==> src/hdl/read_coverage_pileup_macros.svh <==
// Assertion macros shared by the coverage pileup RTL.
`ifndef READ_COVERAGE_PILEUP_MACROS_SVH
`define READ_COVERAGE_PILEUP_MACROS_SVH

// Same-cycle implication, checked out of reset.
`define RCP_ASSERT_NOW(label, clk, rst, ante, cons, msg) \
   label: assert property (@(posedge clk) disable iff (rst) (ante) |-> (cons)) \
      else $error(msg);

// Next-cycle implication, checked out of reset.
`define RCP_ASSERT_NEXT(label, clk, rst, ante, cons, msg) \
   label: assert property (@(posedge clk) disable iff (rst) (ante) |=> (cons)) \
      else $error(msg);

`endif

==> src/hdl/rcp_pkg.sv <==
// Types and constants shared by the coverage pileup controller and datapath.
`timescale 1ns / 1ps
package rcp_pkg;

   localparam int POS_W   = 34;
   localparam int CNT_W   = 32;
   localparam int OP_W    = 4;

   localparam logic [1:0] MODE_ADD   = 2'd0;
   localparam logic [1:0] MODE_READ  = 2'd1;
   localparam logic [1:0] MODE_CLEAR = 2'd2;

   localparam logic [1:0] CSR_REGION_START = 2'd0;
   localparam logic [1:0] CSR_REGION_END   = 2'd1;

   localparam logic [30:0] REGION_START_RESET = 31'd1;
   localparam logic [30:0] REGION_END_RESET   = 31'd1024;

   localparam logic [CNT_W-1:0] COUNT_MAX = {CNT_W{1'b1}};

   // datapath operations issued by the controller
   localparam logic [OP_W-1:0] OP_NONE      = 4'd0;
   localparam logic [OP_W-1:0] OP_LATCH     = 4'd1;
   localparam logic [OP_W-1:0] OP_SPAN_DIFF = 4'd2;
   localparam logic [OP_W-1:0] OP_SPAN_CLIP = 4'd3;
   localparam logic [OP_W-1:0] OP_SPAN_LIM  = 4'd4;
   localparam logic [OP_W-1:0] OP_BOUND_LO  = 4'd5;
   localparam logic [OP_W-1:0] OP_BOUND_HI  = 4'd6;
   localparam logic [OP_W-1:0] OP_OFFSETS   = 4'd7;
   localparam logic [OP_W-1:0] OP_RD        = 4'd8;
   localparam logic [OP_W-1:0] OP_WR        = 4'd9;
   localparam logic [OP_W-1:0] OP_B2A       = 4'd10;
   localparam logic [OP_W-1:0] OP_B2B       = 4'd11;
   localparam logic [OP_W-1:0] OP_CLR       = 4'd12;
   localparam logic [OP_W-1:0] OP_READ_REQ  = 4'd13;
   localparam logic [OP_W-1:0] OP_READ_OUT  = 4'd14;

   typedef struct packed {
      logic [OP_W-1:0] op;
   } dp_cmd_type;

   typedef struct packed {
      logic [1:0] mode;
      logic       has_second;
      logic       run;
      logic       walk_last;
      logic       clr_last;
   } dp_sts_type;

endpackage

==> src/hdl/rcp_ctrl.sv <==
// Sequencer for setup, per-base walk, clearing pass and counter reads.
`timescale 1ns / 1ps
`include "read_coverage_pileup_macros.svh"
module rcp_ctrl
   import rcp_pkg::*;
(
   input  logic       clock,
   input  logic       reset,
   input  logic       start,
   output logic       busy,
   input  dp_sts_type sts,
   output dp_cmd_type cmd
);

   localparam logic [3:0] ST_IDLE      = 4'd0;
   localparam logic [3:0] ST_CLEAR     = 4'd1;
   localparam logic [3:0] ST_SPAN_DIFF = 4'd2;
   localparam logic [3:0] ST_SPAN_CLIP = 4'd3;
   localparam logic [3:0] ST_SPAN_LIM  = 4'd4;
   localparam logic [3:0] ST_BOUND_LO  = 4'd5;
   localparam logic [3:0] ST_BOUND_HI  = 4'd6;
   localparam logic [3:0] ST_OFFSETS   = 4'd7;
   localparam logic [3:0] ST_WALK_RD   = 4'd8;
   localparam logic [3:0] ST_WALK_WR   = 4'd9;
   localparam logic [3:0] ST_B2A       = 4'd10;
   localparam logic [3:0] ST_B2B       = 4'd11;
   localparam logic [3:0] ST_READ_REQ  = 4'd12;
   localparam logic [3:0] ST_READ_OUT  = 4'd13;

   logic [3:0] state_ff, state_in;
   logic       blk2_ff, blk2_in;
   logic [3:0] block_done_state;

   // after a block: move on to the second one or finish
   assign block_done_state = (!blk2_ff && sts.has_second) ? ST_B2A : ST_IDLE;

   always_comb begin
      state_in = state_ff;
      blk2_in  = blk2_ff;
      cmd.op   = OP_NONE;
      case (state_ff)
         ST_IDLE: begin
            if (start) begin
               cmd.op   = OP_LATCH;
               blk2_in  = 1'b0;
               state_in = ST_SPAN_DIFF;
            end
         end
         ST_CLEAR: begin
            cmd.op = OP_CLR;
            if (sts.clr_last) state_in = ST_IDLE;
         end
         ST_SPAN_DIFF: begin
            cmd.op   = OP_SPAN_DIFF;
            state_in = ST_SPAN_CLIP;
         end
         ST_SPAN_CLIP: begin
            cmd.op   = OP_SPAN_CLIP;
            state_in = ST_SPAN_LIM;
         end
         ST_SPAN_LIM: begin
            cmd.op = OP_SPAN_LIM;
            case (sts.mode)
               MODE_ADD:   state_in = ST_BOUND_LO;
               MODE_READ:  state_in = ST_READ_REQ;
               MODE_CLEAR: state_in = ST_CLEAR;
               default:    state_in = ST_IDLE;
            endcase
         end
         ST_BOUND_LO: begin
            cmd.op   = OP_BOUND_LO;
            state_in = ST_BOUND_HI;
         end
         ST_BOUND_HI: begin
            cmd.op   = OP_BOUND_HI;
            state_in = ST_OFFSETS;
         end
         ST_OFFSETS: begin
            cmd.op   = OP_OFFSETS;
            state_in = sts.run ? ST_WALK_RD : block_done_state;
         end
         ST_WALK_RD: begin
            cmd.op   = OP_RD;
            state_in = ST_WALK_WR;
         end
         ST_WALK_WR: begin
            cmd.op   = OP_WR;
            state_in = sts.walk_last ? block_done_state : ST_WALK_RD;
         end
         ST_B2A: begin
            cmd.op   = OP_B2A;
            blk2_in  = 1'b1;
            state_in = ST_B2B;
         end
         ST_B2B: begin
            cmd.op   = OP_B2B;
            state_in = ST_BOUND_LO;
         end
         ST_READ_REQ: begin
            cmd.op   = OP_READ_REQ;
            state_in = ST_READ_OUT;
         end
         ST_READ_OUT: begin
            cmd.op   = OP_READ_OUT;
            state_in = ST_IDLE;
         end
         default: state_in = ST_IDLE;
      endcase
   end

   always_ff @(posedge clock) begin
      if (reset) begin
         state_ff <= ST_CLEAR;
         blk2_ff  <= 1'b0;
      end else begin
         state_ff <= state_in;
         blk2_ff  <= blk2_in;
      end
   end

   assign busy = (state_ff != ST_IDLE);

   `RCP_ASSERT_NEXT(a_walk_pair, clock, reset, state_ff == ST_WALK_RD,
      state_ff == ST_WALK_WR, "walk read not followed by its write")
   `RCP_ASSERT_NEXT(a_clear_hold, clock, reset, (state_ff == ST_CLEAR) && !sts.clr_last,
      state_ff == ST_CLEAR, "clearing pass left early")

endmodule

==> config.mk <==
export PLATFORM = sky130hd
export DESIGN_NAME = rcp_ctrl
export DESIGN_NICKNAME = d
export VERILOG_FILES = /design/src/hdl/rcp_pkg.sv /design/src/hdl/rcp_ctrl.sv
export VERILOG_INCLUDE_DIRS = /design/src /design/src/hdl
export SDC_FILE = /design/constraint.sdc
export NUM_CORES = 1
export LEC_CHECK = 0
export ABC_AREA = 1
export ABC_CLOCK_PERIOD_IN_PS = 1260
export BUFFER_PORTS_ARGS = -buffer_cell sky130_fd_sc_hd__buf_2
export CORE_AREA = 4 4 41 43
export CTS_BUF_LIST = sky130_fd_sc_hd__clkbuf_4 sky130_fd_sc_hd__clkbuf_8
export DETAILED_ROUTE_END_ITERATION = 16
export DIE_AREA = 0 0 45 47
export PLACE_DENSITY = 0.61
export SKIP_LAST_GASP = 1
export SLEW_MARGIN = 0
export SYNTH_ARGS = -nofsm -noshare
export SYNTH_HDL_FRONTEND = slang
export SYNTH_SLANG_ARGS = --single-unit
==> constraint.sdc <==
create_clock -name clock -period 1.26 [get_ports clock]
set_input_delay 0.126 -clock clock [delete_from_list [all_inputs] [get_ports clock]]
set_output_delay 0.126 -clock clock [all_outputs]
set_load 0.005 [all_outputs]
==> results of run 1 <==
==> synthesized netlist by cell type <==
master | n | area (um2)
sky130_fd_sc_hd__inv_2 | 4 | 15.0
sky130_fd_sc_hd__dfxtp_1 | 5 | 100
sky130_fd_sc_hd__a21oi_1 | 4 | 20.0
sky130_fd_sc_hd__o21ai_0 | 5 | 25.0
sky130_fd_sc_hd__o2111ai_1 | 1 | 8.76
sky130_fd_sc_hd__nand2_2 | 1 | 6.26
sky130_fd_sc_hd__inv_1 | 14 | 52.6
sky130_fd_sc_hd__nor3_2 | 1 | 10.0
sky130_fd_sc_hd__nand4_1 | 1 | 6.26
sky130_fd_sc_hd__o21ai_1 | 2 | 10.0
sky130_fd_sc_hd__nand3_1 | 5 | 25.0
sky130_fd_sc_hd__nor2_1 | 16 | 60.1
sky130_fd_sc_hd__nand2_1 | 20 | 75.1
sky130_fd_sc_hd__o211ai_1 | 1 | 7.51
sky130_fd_sc_hd__nor2_2 | 1 | 6.26
sky130_fd_sc_hd__o21a_1 | 1 | 7.51
==> power by group <==
| group | internal [W] | switching (W) | total, W |
|---|---|---|---|
| combinational | 0.000120 | 0.000146 | 0.000266 |
| sequential | 0.000171 | 0.0000283 | 0.000199 |
| clock | 0.000142 | 0.0000721 | 0.000214 |
| total | 0.000432 | 0.000246 | 0.000678 |
==> path summary, 6_finish.rpt <==
kind | startpoint | to | slack [ps] | cells after the start
worst min-delay path | reset | state_ff[1] | 70 | 2
worst min register to register | blk2_ff | blk2_ff | 530 | 2
worst max register to register | state_ff[0] | state_ff[2] | 100 | 7
worst max-delay path | state_ff[0] | cmd[0] | -90 | 4
==> layout make-up <==
type	count	area, um2
well taps	15	18.8
inverters	18	67.6
repair buffers	20	118
clock buffers	4	30.0
flip-flops and latches	5	115
multi-input cells	59	323
fillers	151	629
==> flip-flops by register name, indices dropped and copies added, names as in the netlist <==
register and count:
blk2_ff 1, state_ff 4
==> routing by layer <==
layer | vias up | wire [um]
met2 | 23 | 786
met3 | 4 | 93
met1 | 288 | 588
met5 | - | 0
li1 | 304 | -
met4 | 0 | 34
==> through the flow <==
stage / TNS (ps) / hold slack [ps] / total power, W / cells / instance area, um2
CTS: -166 / 73.9 / 0.000651 / 121 / 653
floorplan: 0 / 198 / 0.000303 / 82 / 435
global placement: -35.1 / 343 / 0.000382 / 112 / 534
global route: -448 / 79.2 / 0.000715 / 121 / 672
finish: -243 / 70.4 / 0.000678 / 121 / 672
detailed placement: 0 / 344 / 0.000378 / 112 / 534
==> what timing repair did <==
action,4_1_cts,5_1_grt
buffers inserted,5,0
endpoints found under the setup margin,5,6
gates resized for setup,20,9
pin swaps,2,3
==> cells by family after synthesis <==
| family | count (synthesis) | share of synthesized area, % |
|---|---|---|
| AND/OR/NAND/NOR | 45 | 43.4 |
| buffers and inverters | 18 | 15.5 |
| flip-flops | 5 | 23.0 |
| AO/OA/AOI/OAI | 14 | 18.1 |
==> qor.txt, run 1 <==
capturing element type of the critical path = output port
layout overhead on the synthesized area = 54.3%
global-route track usage on met1 = 15.9%
core footprint = 1300 um2
count of buffers inserted at the top-level ports = 13
detailed router's first-iteration violation count = 18
number of diodes added for antenna fixing = 0
setup repair after global routing missed its margin = yes
combined buffer and inverter count along the critical path = 1
worst vdd ir = 0.000445 V
pre-CTS setup slack = 8.34 ps
largest net degree at the start of global routing = 7
NumNets Final = 116
vias in the first global route = 579
number of slew-limit violations in the final report = 0
number of register bits inferred by synthesis = 5
height of the die = 47 um
number of ports placed on the die boundary = 14
Cells after Synth = 82
global routing's busiest layer = met2
number of clock sinks seen by CTS = 5
status = finished with violations
startpoint class of the critical path = flip-flop
Congestion Overflow GR = 0
commonest non-fill, non-tap cells in the layout = 15 x sky130_fd_sc_hd__nand2_1, 13 x sky130_fd_sc_hd__nor2_1, 13 x sky130_fd_sc_hd__buf_2
number of endpoints with negative hold slack in the final report = 0
first-pass GRT wire length = 2340 um
number of clock buffers inserted by TritonCTS = 3
initial antenna violation count = 0
number of setup violations in the final report = 3
post-synthesis instance area = 435 um2
Placer Congestion = 0.856
post-synthesis net count = 91
largest fanout of any net on the critical path = 6
met2 Use GR = 29.1%
Worst EP arrival = 1230 ps
drt wl/cell = 12.4 um
series of cell instances along the critical path = nand2_2, o21a_1, o2111ai_1, buf_2
total number of yosys warnings = 0
drt pass-1 iters = 4
data required time of the critical path = 1130 ps
HPWL after detailed placement = 991 um
total wire length after detailed routing = 1500 um
post-route fraction of the period consumed by the critical path = 107%
number of max-cap violations = 0
DIE AREA = 2120 um2
failing checks = negative setup slack
worst-margin pin slew = 204 ps
CP peak stage delay = 410 ps
via count of the routed design = 619
sequential cell area fraction in the yosys report = 23.0%
path type of the worst min-delay path = in2reg
per-cell via count in the routed design = 5.12
final worst setup slack = -91.1 ps
slowest stage cell, crit path = sky130_fd_sc_hd__dfxtp_4
power density over the cells = 1010 nW/um2
H-tree depth = 1
DRC viols = 0
post-layout min period = 1350 ps
share of post-route cells with drive strength above 1 = 47.2%
leading cell type in the layout, fill and taps excluded = sky130_fd_sc_hd__nand2_1
clock latency of the later-clocked register in the worst-skew pair = 250 ps
width of the die = 45 um
starting density of the core = 33.5%
CTS Buffer Depth = 2
leakage power summed over all cells = 0.365 nW
hold-fix buffers at CTS = 0
met3 track utilization from global routing = 4.21%
post-synth cell types = 16
cell chosen for the clock root = sky130_fd_sc_hd__clkbuf_4
final core utilization = 51.6%
site row count = 13
clock edge transition at the registers on the reported setup and hold paths = 40 ps
Crit Path Class = reg2out
syn avg cell area = 5.31 um2
worst max-slew margin expressed relative to the limit = 86.3%
number of nets with antenna violations after detailed routing = 0
TritonCTS clock tree = done
maximum frequency from static timing analysis = 740 MHz
final setup skew = 1.29 ps
global-route usage over all layers = 15.6%
kind of cell adding the most delay to the critical path = flip-flops
(Power assumes the default switching activity.)
==> run 2, diff against run 1 <==
ABC_AREA = not set   (was 1)
PLACE_DENSITY = 0.67   (was 0.61)
==> run 2 against run 1 <==
The flow still finishes with violations (negative setup slack); clock skew increased by 6.0 ps; non-clock buffer count increased by 13; via count decreased by 4.7%; register-to-register slack got worse by 130 ps; sequential share of layout area decreased by 3.1 points; sequential power decreased by 17%; global-route usage increased by 1.5 points; clock-buffer cell count unchanged; flip-flop and latch count unchanged; design area increased by 22%; utilization increased by 11 points.
==> qor.txt, run 2 <==
top post-synthesis cells by count = 7 x sky130_fd_sc_hd__o21ai_0, 6 x sky130_fd_sc_hd__nor2b_1, 5 x sky130_fd_sc_hd__dfxtp_1, 5 x sky130_fd_sc_hd__nand2_1, 5 x sky130_fd_sc_hd__nor2_1
first-pass GRT wire length = 2670 um (+14%)
starting density of the core = 39.0% (+5.6 points)
count of buffers inserted at the top-level ports = 13 (unchanged)
asr flop ratio synth = 0% (unchanged)
sequential cell area fraction in the yosys report = 19.7% (-3.3 points)
Critical R2R Capture = state_ff[1]
post-route fraction of the period consumed by the critical path = 114% (+6.6 points)
NumNets Final = 105 (-9.5%)
DIE AREA = 2120 um2 (unchanged)
post-synthesis instance area = 508 um2 (+17%)
startpoint class of the critical path = flip-flop
number of max-cap violations = 0 (unchanged)
post-synth cell types = 30 (+14)
Synth area leaders = sky130_fd_sc_hd__dfxtp_1 20%, sky130_fd_sc_hd__buf_6 8.9%, sky130_fd_sc_hd__nor2b_1 7.4%
part of the power in the clock network = 38.9% (+7.4 points)
drt wl/cell = 14.6 um (+18%)
register with the most flip-flops = state_ff
clock edge transition at the registers on the reported setup and hold paths = 50 ps (about the same)
TritonCTS clock tree = done
dominant register cell in the synthesized netlist = sky130_fd_sc_hd__dfxtp_1
per-cell via count in the routed design = 5.36 (+4.8%)
H-tree depth = 1 (unchanged)
number of ports placed on the die boundary = 14 (unchanged)
most common cell in the netlist = sky130_fd_sc_hd__o21ai_0
share of post-route cells with drive strength above 1 = 56.8% (+9.7 points)
DRC viols = 0 (unchanged)
cell taking the most area after synthesis = sky130_fd_sc_hd__dfxtp_1
setup slack of the most critical reg-to-reg path = -30 ps (-130 ps)
setup repair after global routing missed its margin = yes
via count of the routed design = 590 (-4.7%)
leakage power summed over all cells = 0.381 nW (+4.3%)
Yosys top cell area share = 19.7% (-3.3 points)
number of nets with antenna violations after detailed routing = 0 (unchanged)
worst max-slew margin expressed relative to the limit = 81.9% (-4.4 points)
HPWL after detailed placement = 983 um (-0.84%)
number of register bits inferred by synthesis = 5 (unchanged)
final worst setup slack = -175 ps (-83.4 ps)
number of flip-flops in the largest register = 4 (unchanged)
largest fanout of any net on the critical path = 8 (+2)
logic depth of the worst register-to-register path = 5 (-2)
Crit Path Class = reg2out
width of the die = 45 um (unchanged)
Final TNS setup = -404 ps (-161 ps)
P_sw = 0.000147 W (-40%)
total number of yosys warnings = 0 (unchanged)
CTS Buffer Depth = 2 (unchanged)
clock latency of the later-clocked register in the worst-skew pair = 240 ps (about the same)
proportion of power drawn by combinational gates = 30.5% (-8.7 points)
number of clock buffers inserted by TritonCTS = 3 (unchanged)
Congestion Overflow GR = 0 (unchanged)
maximum frequency from static timing analysis = 697 MHz (-5.8%)
cell chosen for the clock root = sky130_fd_sc_hd__clkbuf_4
number of enable flip-flop cells after synthesis = 0 (unchanged)
capturing element type of the critical path = output port
Top Registers = state_ff: 4 flops, blk2_ff: 1 flops
global-route usage over all layers = 17.1% (+1.5 points)
Flop pwr share = 30.6% (+1.3 points)
Worst Hold Launch = reset
number of diodes added for antenna fixing = 0 (unchanged)
number of endpoints with negative hold slack in the final report = 0 (unchanged)
data required time of the critical path = 1130 ps (about the same)
vias in the first global route = 604 (+4.3%)
Cells after Synth = 65 (-21%)
power density over the cells = 661 nW/um2 (-34%)
path type of the worst min-delay path = in2reg
detailed router's first-iteration violation count = 8 (-10)
commonest non-fill, non-tap cells in the layout = 12 x sky130_fd_sc_hd__buf_2, 12 x sky130_fd_sc_hd__buf_4, 9 x sky130_fd_sc_hd__buf_6
number of slew-limit violations in the final report = 0 (unchanged)
final setup skew = 7.27 ps (+5.98 ps)
post-synthesis net count = 74 (-19%)
height of the die = 47 um (unchanged)
P_int = 0.000395 W (-8.5%)
final core utilization = 63.1% (+11 points)
Placer Congestion = 0.759 (-11%)
total wire length after detailed routing = 1610 um (+7.1%)
Hold Path End = state_ff[2]
largest net degree at the start of global routing = 13 (+6)
layout overhead on the synthesized area = 61.6%
number of setup violations in the final report = 5 (+2)
number of cells on the worst hold path = 2 (unchanged)
Worst EP arrival = 1310 ps (+80 ps)
syn avg cell area = 7.82 um2 (+47%)
drt pass-1 iters = 4 (unchanged)
pre-CTS setup slack = -51.5 ps (-59.8 ps)
worst-margin pin slew = 272 ps (+67.3 ps)
startpoint of the lowest-slack register-to-register path = state_ff[1]
failing checks = negative setup slack
fraction of power spent switching nets = 27.2% (-9.1 points)
post-layout min period = 1430 ps (+83.4 ps)
core footprint = 1300 um2 (unchanged)
worst vdd ir = 0.000469 V (+5.4%)
status = finished with violations
initial antenna violation count = 0 (unchanged)
site row count = 13 (unchanged)
number of clock sinks seen by CTS = 5 (unchanged)
==> run 2: cell count changes after synthesis, moves of 4 or more <==
cell                      before  now
sky130_fd_sc_hd__nor2_1       16    5
sky130_fd_sc_hd__buf_6         0    4
sky130_fd_sc_hd__nand3_1       5    0
sky130_fd_sc_hd__nand2_1      20    5
sky130_fd_sc_hd__inv_1        14    2
sky130_fd_sc_hd__inv_2         4    0
sky130_fd_sc_hd__nor2b_1       0    6
==> run 2: worst max path at each step <==
| stage | start | to | slack (ps) |
|---|---|---|---|
| final | state_ff[0] | cmd[1] | -170 |
| after global routing | state_ff[1] | cmd[0] | -210 |
| after CTS | state_ff[0] | cmd[1] | -160 |
| after detailed placement | state_ff[1] | cmd[1] | -50 |
| after global placement | state_ff[2] | cmd[0] | -50 |
| after floorplan | state_ff[1] | blk2_ff | 120 |
==> run 2: power groups by stage <==
stage	Clock, W	Combinational [W]	Sequential (W)
global placement	0	0.000117	0.000173
detailed placement	0	0.000118	0.000173
floorplan	0	0.0000690	0.000169
global route	0.000222	0.000182	0.000167
CTS	0.000222	0.000150	0.000168
finish	0.000211	0.000166	0.000166
==> run 2: area by class of cell <==
cell class / count / area (um2)
clock buffer: 4 / 30.0
fill: 122 / 480
inverter: 2 / 7.51
multi-input combinational: 51 / 398
sequential: 5 / 115
tap: 15 / 18.8
timing repair buffer: 33 / 251
==> run 2: what timing repair did <==
action / in CTS / in global routing
setup endpoints to repair: 9 / 9
pin swaps: 7 / 7
setup buffers: 8 / 1
hold buffers: 0 / 0
gates resized for setup: 22 / 16
==> run 2: logic make-up (layout without fill, tap and decap cells) <==
| family | after synthesis | count (layout) | share of synthesized area [%] |
|---|---|---|---|
| AND/OR/NAND/NOR | 29 | 29 | 37.4 |
| AO/OA/AOI/OAI | 21 | 21 | 26.8 |
| buffers and inverters | 9 | 39 | 13.8 |
| flip-flops | 5 | 5 | 19.7 |
| multiplexers | 1 | 1 | 2.22 |
==> run 2: metal layers <==
metal | global-route usage [%] | part of all wire [%]
met2 | 28.2 | 51
met5 | 0 | 0
met3 | 2.68 | 3.7
met4 | 5.26 | 0.87
met1 | 23.0 | 45
==> run 2: critical path, stage by stage, from the launching register on <==
cell and delay (ps):
sky130_fd_sc_hd__dfxtp_4 350, sky130_fd_sc_hd__buf_6 140, sky130_fd_sc_hd__and2b_1 180, sky130_fd_sc_hd__mux2_4 290, sky130_fd_sc_hd__buf_6 120
==> run 2: per-stage QoR <==
step	instance area (um2)	hold slack (ps)	total power, W	instances
2_1_floorplan	508	195	0.000238	65
3_3_place_gp	619	361	0.000289	98
3_5_place_dp	619	369	0.000291	98
4_1_cts	771	89.8	0.000540	109
5_1_grt	821	120	0.000571	110
6_report	821	101	0.000543	110
